==> src/design/drr_pkg.sv <==
// shared types, widths and helpers for the descending run resequencer
package drr_pkg;

    localparam int VAL_W          = 11;
    localparam int MAX_VALUES_DEF = 1024;

    localparam logic [VAL_W-1:0] RESET_COUNT = 11'd1024;

    typedef struct packed {
        logic [VAL_W-1:0] value;
        logic             rejected;
    } item_t;

    typedef struct packed {
        logic             restart;
        logic [VAL_W-1:0] count;
    } restart_t;

    typedef struct packed {
        logic clearing;
    } back_status_t;

    function automatic logic [VAL_W-1:0] sat_count(input logic [VAL_W-1:0] v,
                                                   input int unsigned max_values);
        if (32'(v) > max_values) begin
            return VAL_W'(max_values);
        end
        return v;
    endfunction

endpackage

==> src/design/drr_ram.sv <==
// generic simple dual port ram with registered read
module drr_ram #(
    parameter int WIDTH = 1,
    parameter int DEPTH = 1024,
    parameter int ADDR_W = (DEPTH > 1) ? $clog2(DEPTH) : 1
) (
    input  logic              aclk,
    input  logic              wr_en,
    input  logic [ADDR_W-1:0] wr_addr,
    input  logic [WIDTH-1:0]  wr_data,
    input  logic [ADDR_W-1:0] rd_addr,
    output logic [WIDTH-1:0]  rd_data
);

    logic [WIDTH-1:0] mem_reg [DEPTH];
    logic [WIDTH-1:0] rd_data_reg;

    always_ff @(posedge aclk) begin
        if (wr_en) begin
            mem_reg[wr_addr] <= wr_data;
        end
        rd_data_reg <= mem_reg[rd_addr];
    end

    assign rd_data = rd_data_reg;

endmodule

==> src/design/drr_front.sv <==
// front end: config register, input beat acceptance and range classification
module drr_front import drr_pkg::*; #(
    parameter int MAX_VALUES = MAX_VALUES_DEF
) (
    input  logic             aclk,
    input  logic             aresetn,
    input  logic             s_valid,
    output logic             s_ready,
    input  logic [VAL_W-1:0] s_item_value,
    input  logic             cfg_valid,
    output logic             cfg_ready,
    input  logic [VAL_W-1:0] cfg_data,
    output logic             q_push,
    output item_t            q_item,
    input  logic             q_full,
    input  back_status_t     status,
    output restart_t         restart
);

    logic [VAL_W-1:0] total_count_reg;
    logic             restart_reg;

    assign cfg_ready = 1'b1;

    // hold off items until the back end has seen the restart and finished clearing
    assign s_ready = !q_full && !status.clearing && !restart_reg;
    assign q_push  = s_valid && s_ready;

    assign q_item.value    = s_item_value;
    assign q_item.rejected = (s_item_value == '0) || (s_item_value > total_count_reg);

    assign restart.restart = restart_reg;
    assign restart.count   = total_count_reg;

    always_ff @(posedge aclk) begin
        if (!aresetn) begin
            total_count_reg <= sat_count(RESET_COUNT, MAX_VALUES);
            restart_reg     <= 1'b0;
        end else begin
            restart_reg <= cfg_valid && cfg_ready;
            if (cfg_valid && cfg_ready) begin
                total_count_reg <= sat_count(cfg_data, MAX_VALUES);
            end
        end
    end

endmodule

==> src/design/drr_queue.sv <==
// two entry queue between front and back end
module drr_queue import drr_pkg::*; (
    input  logic  aclk,
    input  logic  aresetn,
    input  logic  push,
    input  item_t push_item,
    output logic  full,
    input  logic  pop,
    output logic  head_valid,
    output item_t head_item
);

    item_t      slot_reg [2];
    logic       wr_ptr_reg;
    logic       rd_ptr_reg;
    logic [1:0] count_reg;

    assign full       = (count_reg == 2'd2);
    assign head_valid = (count_reg != 2'd0);
    assign head_item  = slot_reg[rd_ptr_reg];

    always_ff @(posedge aclk) begin
        if (push) begin
            slot_reg[wr_ptr_reg] <= push_item;
        end
        if (!aresetn) begin
            wr_ptr_reg <= 1'b0;
            rd_ptr_reg <= 1'b0;
            count_reg  <= 2'd0;
        end else begin
            if (push) begin
                wr_ptr_reg <= !wr_ptr_reg;
            end
            if (pop) begin
                rd_ptr_reg <= !rd_ptr_reg;
            end
            case ({push, pop})
                2'b10:   count_reg <= count_reg + 2'd1;
                2'b01:   count_reg <= count_reg - 2'd1;
                default: count_reg <= count_reg;
            endcase
        end
    end

endmodule

==> src/design/drr_back.sv <==
// back end: presence map, release scan and result register
module drr_back import drr_pkg::*; #(
    parameter int MAX_VALUES = MAX_VALUES_DEF
) (
    input  logic             aclk,
    input  logic             aresetn,
    input  restart_t         restart,
    output back_status_t     status,
    input  logic             q_valid,
    input  item_t            q_item,
    output logic             q_pop,
    output logic             m_valid,
    input  logic             m_ready,
    output logic [VAL_W-1:0] m_run_top,
    output logic [VAL_W-1:0] m_run_length,
    output logic             m_all_released,
    output logic             m_rejected
);

    localparam int ADDR_W = (MAX_VALUES > 1) ? $clog2(MAX_VALUES) : 1;
    localparam int EXT_W  = (ADDR_W > VAL_W) ? ADDR_W : VAL_W;
    localparam logic [ADDR_W-1:0] LAST_ADDR = ADDR_W'(MAX_VALUES - 1);

    typedef enum logic [1:0] {
        ST_CLEAR,
        ST_IDLE,
        ST_CHECK,
        ST_OUT
    } state_t;

    state_t            state_reg, state_next;
    logic [ADDR_W-1:0] clr_cnt_reg, clr_cnt_next;
    logic [VAL_W-1:0]  ptr_reg, ptr_next;
    logic [VAL_W-1:0]  top_reg, top_next;
    logic [VAL_W-1:0]  len_reg, len_next;
    logic              rej_reg, rej_next;
    logic              byp_reg, byp_next;
    logic              m_valid_reg, m_valid_next;
    logic [VAL_W-1:0]  m_run_top_reg, m_run_length_reg;
    logic              m_all_released_reg, m_rejected_reg;
    logic              load_out;

    logic              wr_en;
    logic [ADDR_W-1:0] wr_addr;
    logic [0:0]        wr_data;
    logic [ADDR_W-1:0] rd_addr;
    logic [0:0]        rd_data;
    logic [VAL_W-1:0]  ptr_dec;
    logic              present;

    // value v lives at address v-1
    function automatic logic [ADDR_W-1:0] addr_of(input logic [VAL_W-1:0] v);
        logic [EXT_W-1:0] ext;
        ext = EXT_W'(v) - EXT_W'(1);
        return ext[ADDR_W-1:0];
    endfunction

    assign ptr_dec = ptr_reg - VAL_W'(1);
    // the value just set may be the one under the pointer, before the ram sees it
    assign present = rd_data[0] || byp_reg;

    drr_ram #(
        .WIDTH (1),
        .DEPTH (MAX_VALUES),
        .ADDR_W(ADDR_W)
    ) u_map (
        .aclk   (aclk),
        .wr_en  (wr_en),
        .wr_addr(wr_addr),
        .wr_data(wr_data),
        .rd_addr(rd_addr),
        .rd_data(rd_data)
    );

    always_comb begin
        state_next   = state_reg;
        clr_cnt_next = clr_cnt_reg;
        ptr_next     = ptr_reg;
        top_next     = top_reg;
        len_next     = len_reg;
        rej_next     = rej_reg;
        byp_next     = 1'b0;
        q_pop        = 1'b0;
        load_out     = 1'b0;
        wr_en        = 1'b0;
        wr_addr      = clr_cnt_reg;
        wr_data      = 1'b0;
        rd_addr      = addr_of(ptr_reg);
        m_valid_next = m_valid_reg && !m_ready;

        if (restart.restart) begin
            state_next   = ST_CLEAR;
            clr_cnt_next = '0;
            ptr_next     = restart.count;
        end else begin
            unique case (state_reg)
                ST_CLEAR: begin
                    wr_en        = 1'b1;
                    clr_cnt_next = clr_cnt_reg + ADDR_W'(1);
                    if (clr_cnt_reg == LAST_ADDR) begin
                        state_next = ST_IDLE;
                    end
                end
                ST_IDLE: begin
                    if (q_valid) begin
                        q_pop    = 1'b1;
                        top_next = '0;
                        len_next = '0;
                        rej_next = q_item.rejected;
                        if (q_item.rejected || ptr_reg == '0) begin
                            state_next = ST_OUT;
                        end else begin
                            if (q_item.value <= ptr_reg) begin
                                wr_en   = 1'b1;
                                wr_addr = addr_of(q_item.value);
                                wr_data = 1'b1;
                            end
                            byp_next   = (q_item.value == ptr_reg);
                            state_next = ST_CHECK;
                        end
                    end
                end
                ST_CHECK: begin
                    if (present) begin
                        wr_en    = 1'b1;
                        wr_addr  = addr_of(ptr_reg);
                        ptr_next = ptr_dec;
                        len_next = len_reg + VAL_W'(1);
                        if (len_reg == '0) begin
                            top_next = ptr_reg;
                        end
                        rd_addr = addr_of(ptr_dec);
                        if (ptr_dec == '0) begin
                            state_next = ST_OUT;
                        end
                    end else begin
                        state_next = ST_OUT;
                    end
                end
                ST_OUT: begin
                    if (!m_valid_reg || m_ready) begin
                        load_out     = 1'b1;
                        m_valid_next = 1'b1;
                        state_next   = ST_IDLE;
                    end
                end
                default: state_next = ST_IDLE;
            endcase
        end
    end

    always_ff @(posedge aclk) begin
        if (!aresetn) begin
            state_reg   <= ST_CLEAR;
            clr_cnt_reg <= '0;
            ptr_reg     <= sat_count(RESET_COUNT, MAX_VALUES);
            byp_reg     <= 1'b0;
            m_valid_reg <= 1'b0;
        end else begin
            state_reg   <= state_next;
            clr_cnt_reg <= clr_cnt_next;
            ptr_reg     <= ptr_next;
            byp_reg     <= byp_next;
            m_valid_reg <= m_valid_next;
        end
        top_reg <= top_next;
        len_reg <= len_next;
        rej_reg <= rej_next;
        if (load_out) begin
            m_run_top_reg      <= top_reg;
            m_run_length_reg   <= len_reg;
            m_all_released_reg <= (ptr_reg == '0);
            m_rejected_reg     <= rej_reg;
        end
    end

    assign status.clearing = (state_reg == ST_CLEAR);
    assign m_valid         = m_valid_reg;
    assign m_run_top       = m_run_top_reg;
    assign m_run_length    = m_run_length_reg;
    assign m_all_released  = m_all_released_reg;
    assign m_rejected      = m_rejected_reg;

endmodule

==> src/design/descending_run_resequencer_top.sv <==
// top level of the descending run resequencer
// Values 1..total_count arrive in any order, one per input beat; each beat gives one
// result beat with the highest value released (run_top) and how many consecutive values
// were released downward from it (run_length, 0 when nothing is released). In the back
// end an item first marks its value in the presence map, then takes one map read per
// released value (the single read port of the map ram sets this), then a check that
// finds the next value absent, and then the result register is loaded once any waiting
// result has been taken by m_ready. The absent check is skipped when the run empties the
// pointer, and a rejected item or one that arrives after full release goes straight to
// loading the result. A two entry queue lets new beats be taken while the back end
// scans or the result waits. After reset, and again after a write of total_count, the
// map ram is cleared one entry a cycle, and s_ready stays low meanwhile. cfg_ready is
// always high, but total_count is only to be written while no beat is in flight.
module descending_run_resequencer_top import drr_pkg::*; #(
    parameter int MAX_VALUES = MAX_VALUES_DEF
) (
    input  logic             aclk,
    input  logic             aresetn,
    input  logic             s_valid,
    output logic             s_ready,
    input  logic [VAL_W-1:0] s_item_value,
    input  logic             cfg_valid,
    output logic             cfg_ready,
    input  logic [VAL_W-1:0] cfg_data,
    output logic             m_valid,
    input  logic             m_ready,
    output logic [VAL_W-1:0] m_run_top,
    output logic [VAL_W-1:0] m_run_length,
    output logic             m_all_released,
    output logic             m_rejected
);

    logic         q_push;
    item_t        q_in_item;
    logic         q_full;
    logic         q_pop;
    logic         q_valid;
    item_t        q_head;
    back_status_t status;
    restart_t     restart;

    drr_front #(
        .MAX_VALUES(MAX_VALUES)
    ) u_front (
        .aclk        (aclk),
        .aresetn     (aresetn),
        .s_valid     (s_valid),
        .s_ready     (s_ready),
        .s_item_value(s_item_value),
        .cfg_valid   (cfg_valid),
        .cfg_ready   (cfg_ready),
        .cfg_data    (cfg_data),
        .q_push      (q_push),
        .q_item      (q_in_item),
        .q_full      (q_full),
        .status      (status),
        .restart     (restart)
    );

    drr_queue u_queue (
        .aclk      (aclk),
        .aresetn   (aresetn),
        .push      (q_push),
        .push_item (q_in_item),
        .full      (q_full),
        .pop       (q_pop),
        .head_valid(q_valid),
        .head_item (q_head)
    );

    drr_back #(
        .MAX_VALUES(MAX_VALUES)
    ) u_back (
        .aclk          (aclk),
        .aresetn       (aresetn),
        .restart       (restart),
        .status        (status),
        .q_valid       (q_valid),
        .q_item        (q_head),
        .q_pop         (q_pop),
        .m_valid       (m_valid),
        .m_ready       (m_ready),
        .m_run_top     (m_run_top),
        .m_run_length  (m_run_length),
        .m_all_released(m_all_released),
        .m_rejected    (m_rejected)
    );

`ifndef NO_ASSERTIONS
    // no beat gets in while the map is being cleared
    a_no_accept_in_clear: assert property (@(posedge aclk) disable iff (!aresetn)
        status.clearing |-> !s_ready)
        else $error("input beat possible during map clear");

    // a config write blocks input until the clear has started
    a_cfg_blocks_input: assert property (@(posedge aclk) disable iff (!aresetn)
        cfg_valid && cfg_ready |=> !s_ready)
        else $error("input open right after config write");

    // a rejected beat releases nothing
    a_reject_empty: assert property (@(posedge aclk) disable iff (!aresetn)
        m_valid && m_rejected |-> m_run_top == '0 && m_run_length == '0)
        else $error("rejected beat carries a run");

    // a run counts down from its top and never passes below 1
    a_run_fits: assert property (@(posedge aclk) disable iff (!aresetn)
        m_valid && m_run_length != '0 |-> m_run_top >= m_run_length)
        else $error("run longer than its top value");
`endif

endmodule

==> config.mk <==
export PLATFORM = sky130hd
export DESIGN_NAME = descending_run_resequencer_top
export DESIGN_NICKNAME = d
export VERILOG_FILES = /design/src/design/drr_pkg.sv /design/src/design/drr_ram.sv /design/src/design/drr_front.sv /design/src/design/drr_queue.sv /design/src/design/drr_back.sv /design/src/design/descending_run_resequencer_top.sv
export SDC_FILE = /design/constraint.sdc
export NUM_CORES = 2
export LEC_CHECK = 0
export BUFFER_PORTS_ARGS = -buffer_cell sky130_fd_sc_hd__buf_2
export CAP_MARGIN = 15
export CORE_MARGIN = 3
export CORE_UTILIZATION = 42
export CTS_CLUSTER_DIAMETER = 40
export CTS_CLUSTER_SIZE = 40
export DETAILED_ROUTE_END_ITERATION = 10
export PLACE_DENSITY = 0.64
export SLEW_MARGIN = 0
export SYNTH_ARGS = -nofsm -noshare
export SYNTH_HDL_FRONTEND = slang
export SYNTH_SLANG_ARGS = --single-unit
==> constraint.sdc <==
create_clock -name aclk -period 136.2 [get_ports aclk]
set_input_delay 13.62 -clock aclk [delete_from_list [all_inputs] [get_ports aclk]]
set_output_delay 13.62 -clock aclk [all_outputs]
set_load 0.05 [all_outputs]
# Yosys cells after proc, flatten, opt, wreduce, memory -nomap -nowiden
# Memories as Yosys holds them, arrays and structs flattened. A register that Yosys moved wholly into a read port is not among the register bits.
# Cells that the tools add are included.
[totals]
inputBits = 27
reg_bits = 88
elab_cells = 133
memories = 2
ram_bits = 1048
[mem_list]
columns = ["name", "words", "width", "read_ports", "rd_ports_with_merged_regs", "write_ports", "line", "rtl"]
rows = [
  ["u_back.u_map.mem_reg", 1024, 1, 1, 1, 1, "drr_ram.sv:15", "logic [WIDTH-1:0] mem_reg [DEPTH];"],
  ["u_queue.slot_reg", 2, 12, 1, 1, 1, "drr_queue.sv:13", "item_t slot_reg [2];"],
]
[op_classes]
eq_ne = 14
n_mux = 54
reduce_logical = 32
addsub = 7
n_bitwise = 4
order_cmp = 3
[ops]
columns = ["operator", "n"]
rows = [
  ["two-way mux 11 bit", 9],
  ["two-way mux 10 bit", 8],
  ["logical NOT 11 bit", 4],
  ["case mux 11 bit (2 select lines)", 2],
  ["two-way mux 1 bit", 26],
  ["case mux 10 bit (2 select lines)", 1],
  ["subtractor 10 x 1 -> 10 bit (second input constant)", 2],
  ["adder 11 x 1 -> 11 bit (second input constant)", 1],
  ["== test 11 bit", 1],
  ["> comparator 11 bit", 1],
  ["> comparator 11 bit (second input constant)", 1],
  ["less-or-equal comparator 11 bit", 1],
  ["subtractor 11 x 1 -> 11 bit (second input constant)", 1],
  ["adder 10 x 1 -> 10 bit (second input constant)", 1],
  ["== test 10 bit (second input constant)", 1],
  ["two-way mux 2 bit", 5],
  ["nonzero test 2 bit", 5],
  ["== test 2 bit (second input constant)", 4],
  ["inequality test 2 x 1 -> 1 bit (second input constant)", 4],
  ["case mux 2 bit (4 select lines)", 1],
  ["AND reduction 4 bit", 2],
  ["logical NOT 1 bit", 7],
  ["AND reduction 5 bit", 1],
  ["OR reduction 5 bit", 1],
  ["14 further kinds", 24],
]

# Depth between registers and ports, before layout
[depth]
depth_word = 8
ltp_mapped = 21
mapped_depth_nobuf = 14

# By module
# From an unflattened synthesis, not the netlist that was laid out.
[unflattened]
cells_unflattened = 3739
area_unflattened_um2 = 51067.7
[modules_own_cells]
columns = ["mod", "area_each_um2", "n_inst", "cells_per_inst", "seq_area_each_um2"]
rows = [
  ["drr_ram", 44656.6, 1, 3112, 30769.5],
  ["drr_back", 4450.5, 1, 457, 1911.8],
  ["drr_queue", 1079.8, 1, 59, 820.8],
  ["drr_front", 880.8, 1, 111, 240.2],
]

# Worst setup path before layout
# OpenSTA, ideal clock, no wires.
[synth_path]
path_kind = "register to register"
from = "register with a tool-made name"
to = "memory u_back.u_map.mem_reg[0] (data pin)"
required_ps = 128424
t_arrival_ps = 40315
path_stages_with_launch = 11
n_path_buf = 2
slack_ps = 88108
setup_ps = 7776
path_cell_list = "dfxtp_1 > buf_6 > clkbuf_1 > mux2_2 > ha_1 > o21a_1 > o21a_1 > o21ai_1 > a21oi_1 > o21a_1 > nor3_1"
[synth_lines]
columns = ["element", "line"]
rows = [
  ["end: declaration", "drr_ram.sv:15"],
]

# Worst setup path after layout
[layout_path]
from = "register u_back.state_reg[0]"
to = "output s_ready"
[layout_between]
elab_chain_len = 4
[layout_lines]
columns = ["element", "line", "rtl"]
rows = [
  ["start: declaration", "drr_back.sv:31", "state_t state_reg, state_next;"],
  ["start signal: assignment", "drr_back.sv:160", "state_reg <= state_next;"],
  ["logical NOT 2 bit", "drr_back.sv:177", "assign status.clearing = (state_reg == ST_CLEAR);"],
  ["logical NOT 1 bit", "drr_front.sv:26", "assign s_ready = !q_full && !status.clearing && !restart_reg;"],
  ["logical AND 1 bit (2 in series)", "drr_front.sv:26", ""],
  ["end: declaration", "descending_run_resequencer_top.sv:20", "output logic s_ready,"],
]
# No other way between the ends.

==> qor_table.md <==
| Item | Reported |
| --- | --- |
| Run status | complete, no violations |
| Input/output buffers | 52 |
| Most used flip-flop cell after synthesis | edfxtp_1 |
| Post-CTS Resized | 0 |
| Leading cell type in the layout, fill and taps excluded | edfxtp_1 |
| Number of detailed-routing iterations run before antenna repair | 6 |
| Cell with the largest stage delay on the worst path | dfxtp_1 |
| Fraction of layout instances using a drive strength above 1 | 15.8% |
| Number of clock sinks seen by CTS | 1138 |
| Worst Max-Slew Pin Slew | 1.40 ns |
| Seq/Total Area, Yosys | 56.2% |
| Max-slew headroom at the worst pin | 6.89% |
| Residual DRC count | 0 |
| Post-detailed-routing wire length | 206000 um |
| End point of the worst hold path | u_back.m_run_top[1] |
| Area share of and/or/nand/nor cells after synthesis | 18.5% |
| Count of boundary I/O pins | 54 |
| Final critical-path share of the clock period | 11.7% |
| Placement-stage cell area | 0.0615 mm^2 |
| Count of flip-flops with a built-in enable after synthesis | 1095 |
| Total congestion overflow after global routing | 0 |
| Clock latency on the worst-skew pair | 0.80 ns |
| Number of maximum-capacitance constraint violations | 0 |
| Power Density | 12.9 mW/mm^2 |
| Number of flip-flops under the largest register name | 1024 |
| GRT Resource Usage Total | 27.2% |
| Post-CTS setup-driven buffer insertion count | 0 |
| Average cell area after synthesis | 11.4 um^2 |
| Class of the worst hold path | flop to flop |
| Worst stage delay on the critical path | 0.37 ns |
| Fraction of the mapped netlist area in compound gates | 9.05% |
| Total power draw | 864 uW |
| Setup repair after global routing missed its margin | false |
| Initial Utilization | 42.3% |
| Util after Layout | 47.2% |
| Worst hold-check slack | 0.420 ns |
| Clock tree from TritonCTS | yes |
| Final setup viols | 0 |
| Count of yosys warnings during synthesis | 0 |
| Worst endpoint data arrival time | 2.29 ns |
| Final period demand of the worst path | 15.91 ns |
| Worst Clk Skew | 0.0344 ns |
| Final slew viol count | 0 |
| Kind of critical path | flop to output pin |
| Via density | 6.82 |
| Post-CTS clock slew at the launch and capture registers of the worst setup and hold paths | 0.06 ns |
| Combinational family with the most area after synthesis | simple AND/OR/NAND/NOR gates |
| Number of rows created at floorplan | 138 |
| Static Leak | 18.0 nW |
| Clock buffer count from CTS | 154 |
| Layout-stage area growth over the synthesis result | 11.5% |
| Synthesized net count | 5317 |
| H-tree depth | 4 |
| Worst Setup Start Kind | flop |
| Global-route wire length before repair | 301000 um |
| CP endpoint kind | output pin |
| Dominant delay contributor by cell family on the critical path | buffers and inverters |
| Ordered cell list for the critical path | inv_1, ha_1, a211oi_1, buf_2 |
| Data required time at the worst endpoint | 122.58 ns |
| Aggregate negative setup slack | 0 ns |
| Parity-gate share of the synthesized area counting xor and xnor cells | 0.744% |
| Number of antenna violations at the first check in global routing | 11 |
| DR iter-0 viols | 7355 |
| Detailed Place HPWL | 107000 um |
| Largest voltage drop on the vdd net | 0.0127 mV |
| Register bit total from synthesis | 1138 |
| Hold Startpoint | u_back.top_reg[1] |
| Chip Height | 384 um |
| Maximum buffer depth of the clock tree | 3 |
| Average wire per standard cell | 29.3 um |
| Capture point of the worst reg-to-reg path | u_back.u_map.rd_data |
| Core area | 0.142 mm^2 |
| Share of flip-flops with an asynchronous set or reset | 0% |
| Post-synthesis cell area | 0.0600 mm^2 |
| Largest net degree at the start of global routing | 258 |
| Worst R2R Setup Slack | 129.17 ns |
| Vias in the first global route | 45995 |
| Reg2Reg Launch Point | u_back.state_reg[0] |
| Root Buffer Master | clkbuf_16 |
| Die area | 0.147 mm^2 |
| Hold depth | 0 |
| Horizontal extent of the die | 384 um |
| FF-to-FF path depth | 17 |
| Fmax | 62.9 MHz |
| Post-Synth Adder-Cell Area | 0.709% |
| Highest-count cells in the layout ignoring fill and taps | edfxtp_1, nor3_1, nand2_1 |
| Crit path buffers/inverters | 2 |
| Synthesized netlist cell count | 5256 |
| Total vias in the final route | 47992 |
| Proportion of synthesized area in mux cells | 10.1% |
| Final ANT Viol Nets | 0 |
| Top fanout value on the critical path | 8 |
| Post-layout instance area | 0.0670 mm^2 |
| Nets | 5073 |
| RePlAce Congestion | 0.887 |
| Hold Fails Final Rpt | 0 |
| Number of buffers added to fix hold violations after cts | 0 |
| Number of distinct library cells after synthesis | 86 |
[stage by stage]
stage          cells  setup slack [ns]
3_3_place_gp    6740            120.11
6_report        7035            120.29
5_1_grt         7032            120.15
4_1_cts         7026            120.24
2_1_floorplan   5256             88.11
3_5_place_dp    6740            120.19
[synth_stat cells (10+ instances only)]
| cell type | count | area share, % |
|---|---|---|
| a211oi_1 | 15 | 0.19 |
| a21oi_1 | 63 | 0.53 |
| a221o_1 | 14 | 0.23 |
| a221oi_1 | 41 | 0.60 |
| a22o_1 | 11 | 0.16 |
| a22oi_1 | 42 | 0.53 |
| a311oi_1 | 39 | 0.57 |
| a31oi_1 | 93 | 0.97 |
| a32o_1 | 13 | 0.22 |
| a32oi_1 | 61 | 0.89 |
| and2_1 | 41 | 0.43 |
| and3_1 | 19 | 0.20 |
| buf_1 | 56 | 0.35 |
| buf_2 | 162 | 1.4 |
| buf_4 | 17 | 0.21 |
| buf_6 | 17 | 0.32 |
| clkbuf_1 | 339 | 2.1 |
| dfxtp_1 | 43 | 1.4 |
| edfxtp_1 | 1095 | 55 |
| ha_1 | 34 | 0.71 |
| inv_1 | 41 | 0.26 |
| mux2_2 | 15 | 0.28 |
| mux2i_1 | 100 | 1.7 |
| mux4_2 | 217 | 8.1 |
| nand2_1 | 581 | 3.6 |
| nand2b_1 | 15 | 0.16 |
| nand3_1 | 149 | 1.2 |
| nand4_1 | 25 | 0.26 |
| nor2_1 | 418 | 2.6 |
| nor2b_1 | 10 | 0.10 |
| nor3_1 | 813 | 6.8 |
| nor3_2 | 61 | 1.0 |
| nor3b_1 | 17 | 0.21 |
| nor4_1 | 32 | 0.33 |
| o2111ai_1 | 11 | 0.16 |
| o211ai_1 | 25 | 0.31 |
| o21a_1 | 14 | 0.18 |
| o21ai_0 | 124 | 1.0 |
| o22ai_1 | 11 | 0.11 |
| o31ai_1 | 92 | 1.2 |
| or3_1 | 74 | 0.77 |
| or4_1 | 38 | 0.48 |
| xnor2_1 | 38 | 0.55 |
| xor2_1 | 13 | 0.19 |
[cells by family after synthesis]
family / count (synthesis)
AOI/OAI and AO/OA: 753
xor gates and xnor gates: 51
other: 1
DFF: 1138
muxes: 333
and+or+nand+nor: 2312
adders and majority gates: 34
buffers and inverters: 634
[report_power, final]
group / switching [mW] / internal, mW / leakage [nW] / total, mW
Clock: 0.168 / 0.245 / 2.54 / 0.413
Combinational: 0.0544 / 0.0166 / 7.39 / 0.0710
Sequential: 0.00108 / 0.378 / 8.04 / 0.379
Total: 0.223 / 0.640 / 18.0 / 0.864
[worst max-delay path by stage]
stage | end | startpoint | cells after the start
floorplan | u_back.u_map.mem_reg[0] | flop | 10
global placement | u_queue.slot_reg[0][0] | s_item_value[1] | 13
detailed placement | u_queue.slot_reg[0][0] | s_item_value[1] | 13
CTS | s_ready | u_back.state_reg[0] | 4
global route | s_ready | u_back.state_reg[0] | 4
finish | s_ready | u_back.state_reg[0] | 4
[worst reg2reg max path, stage by stage (launching register included)]
cell      delay, ns
dfxtp_1        0.33
inv_1          0.12
ha_1           0.83
o21ai_4        0.23
nor2_4         0.18
buf_12         0.32
buf_4          0.96
buf_4          0.82
buf_4          0.81
mux2i_1        0.24
mux4_2         0.49
nand2_1        0.09
nand3_1        0.10
a21oi_1        0.22
nor3_1         0.12
o31ai_1        0.69
o211ai_1       0.16
o211ai_1       0.22
[per-layer routing]
| metal | global-route usage, % | wire (um) | share of wire, % |
|---|---|---|---|
| met5 | 0 | 66 | 0.032 |
| met1 | 35.7 | 75600 | 37 |
| met3 | 7.34 | 27000 | 13 |
| met4 | 14.1 | 10900 | 5.3 |
| met2 | 41.6 | 92200 | 45 |
[layout make-up]
cell class / count / area, um^2
antenna: 3 / 7.51
sequential: 1138 / 33700
inverter: 43 / 169
clock buffer: 165 / 3980
timing repair buffer: 191 / 1520
clock inverter: 121 / 1300
multi-input combinational: 3484 / 23900
fill: 12528 / 74800
tap: 1890 / 2360
(Power assumes the default switching activity.)
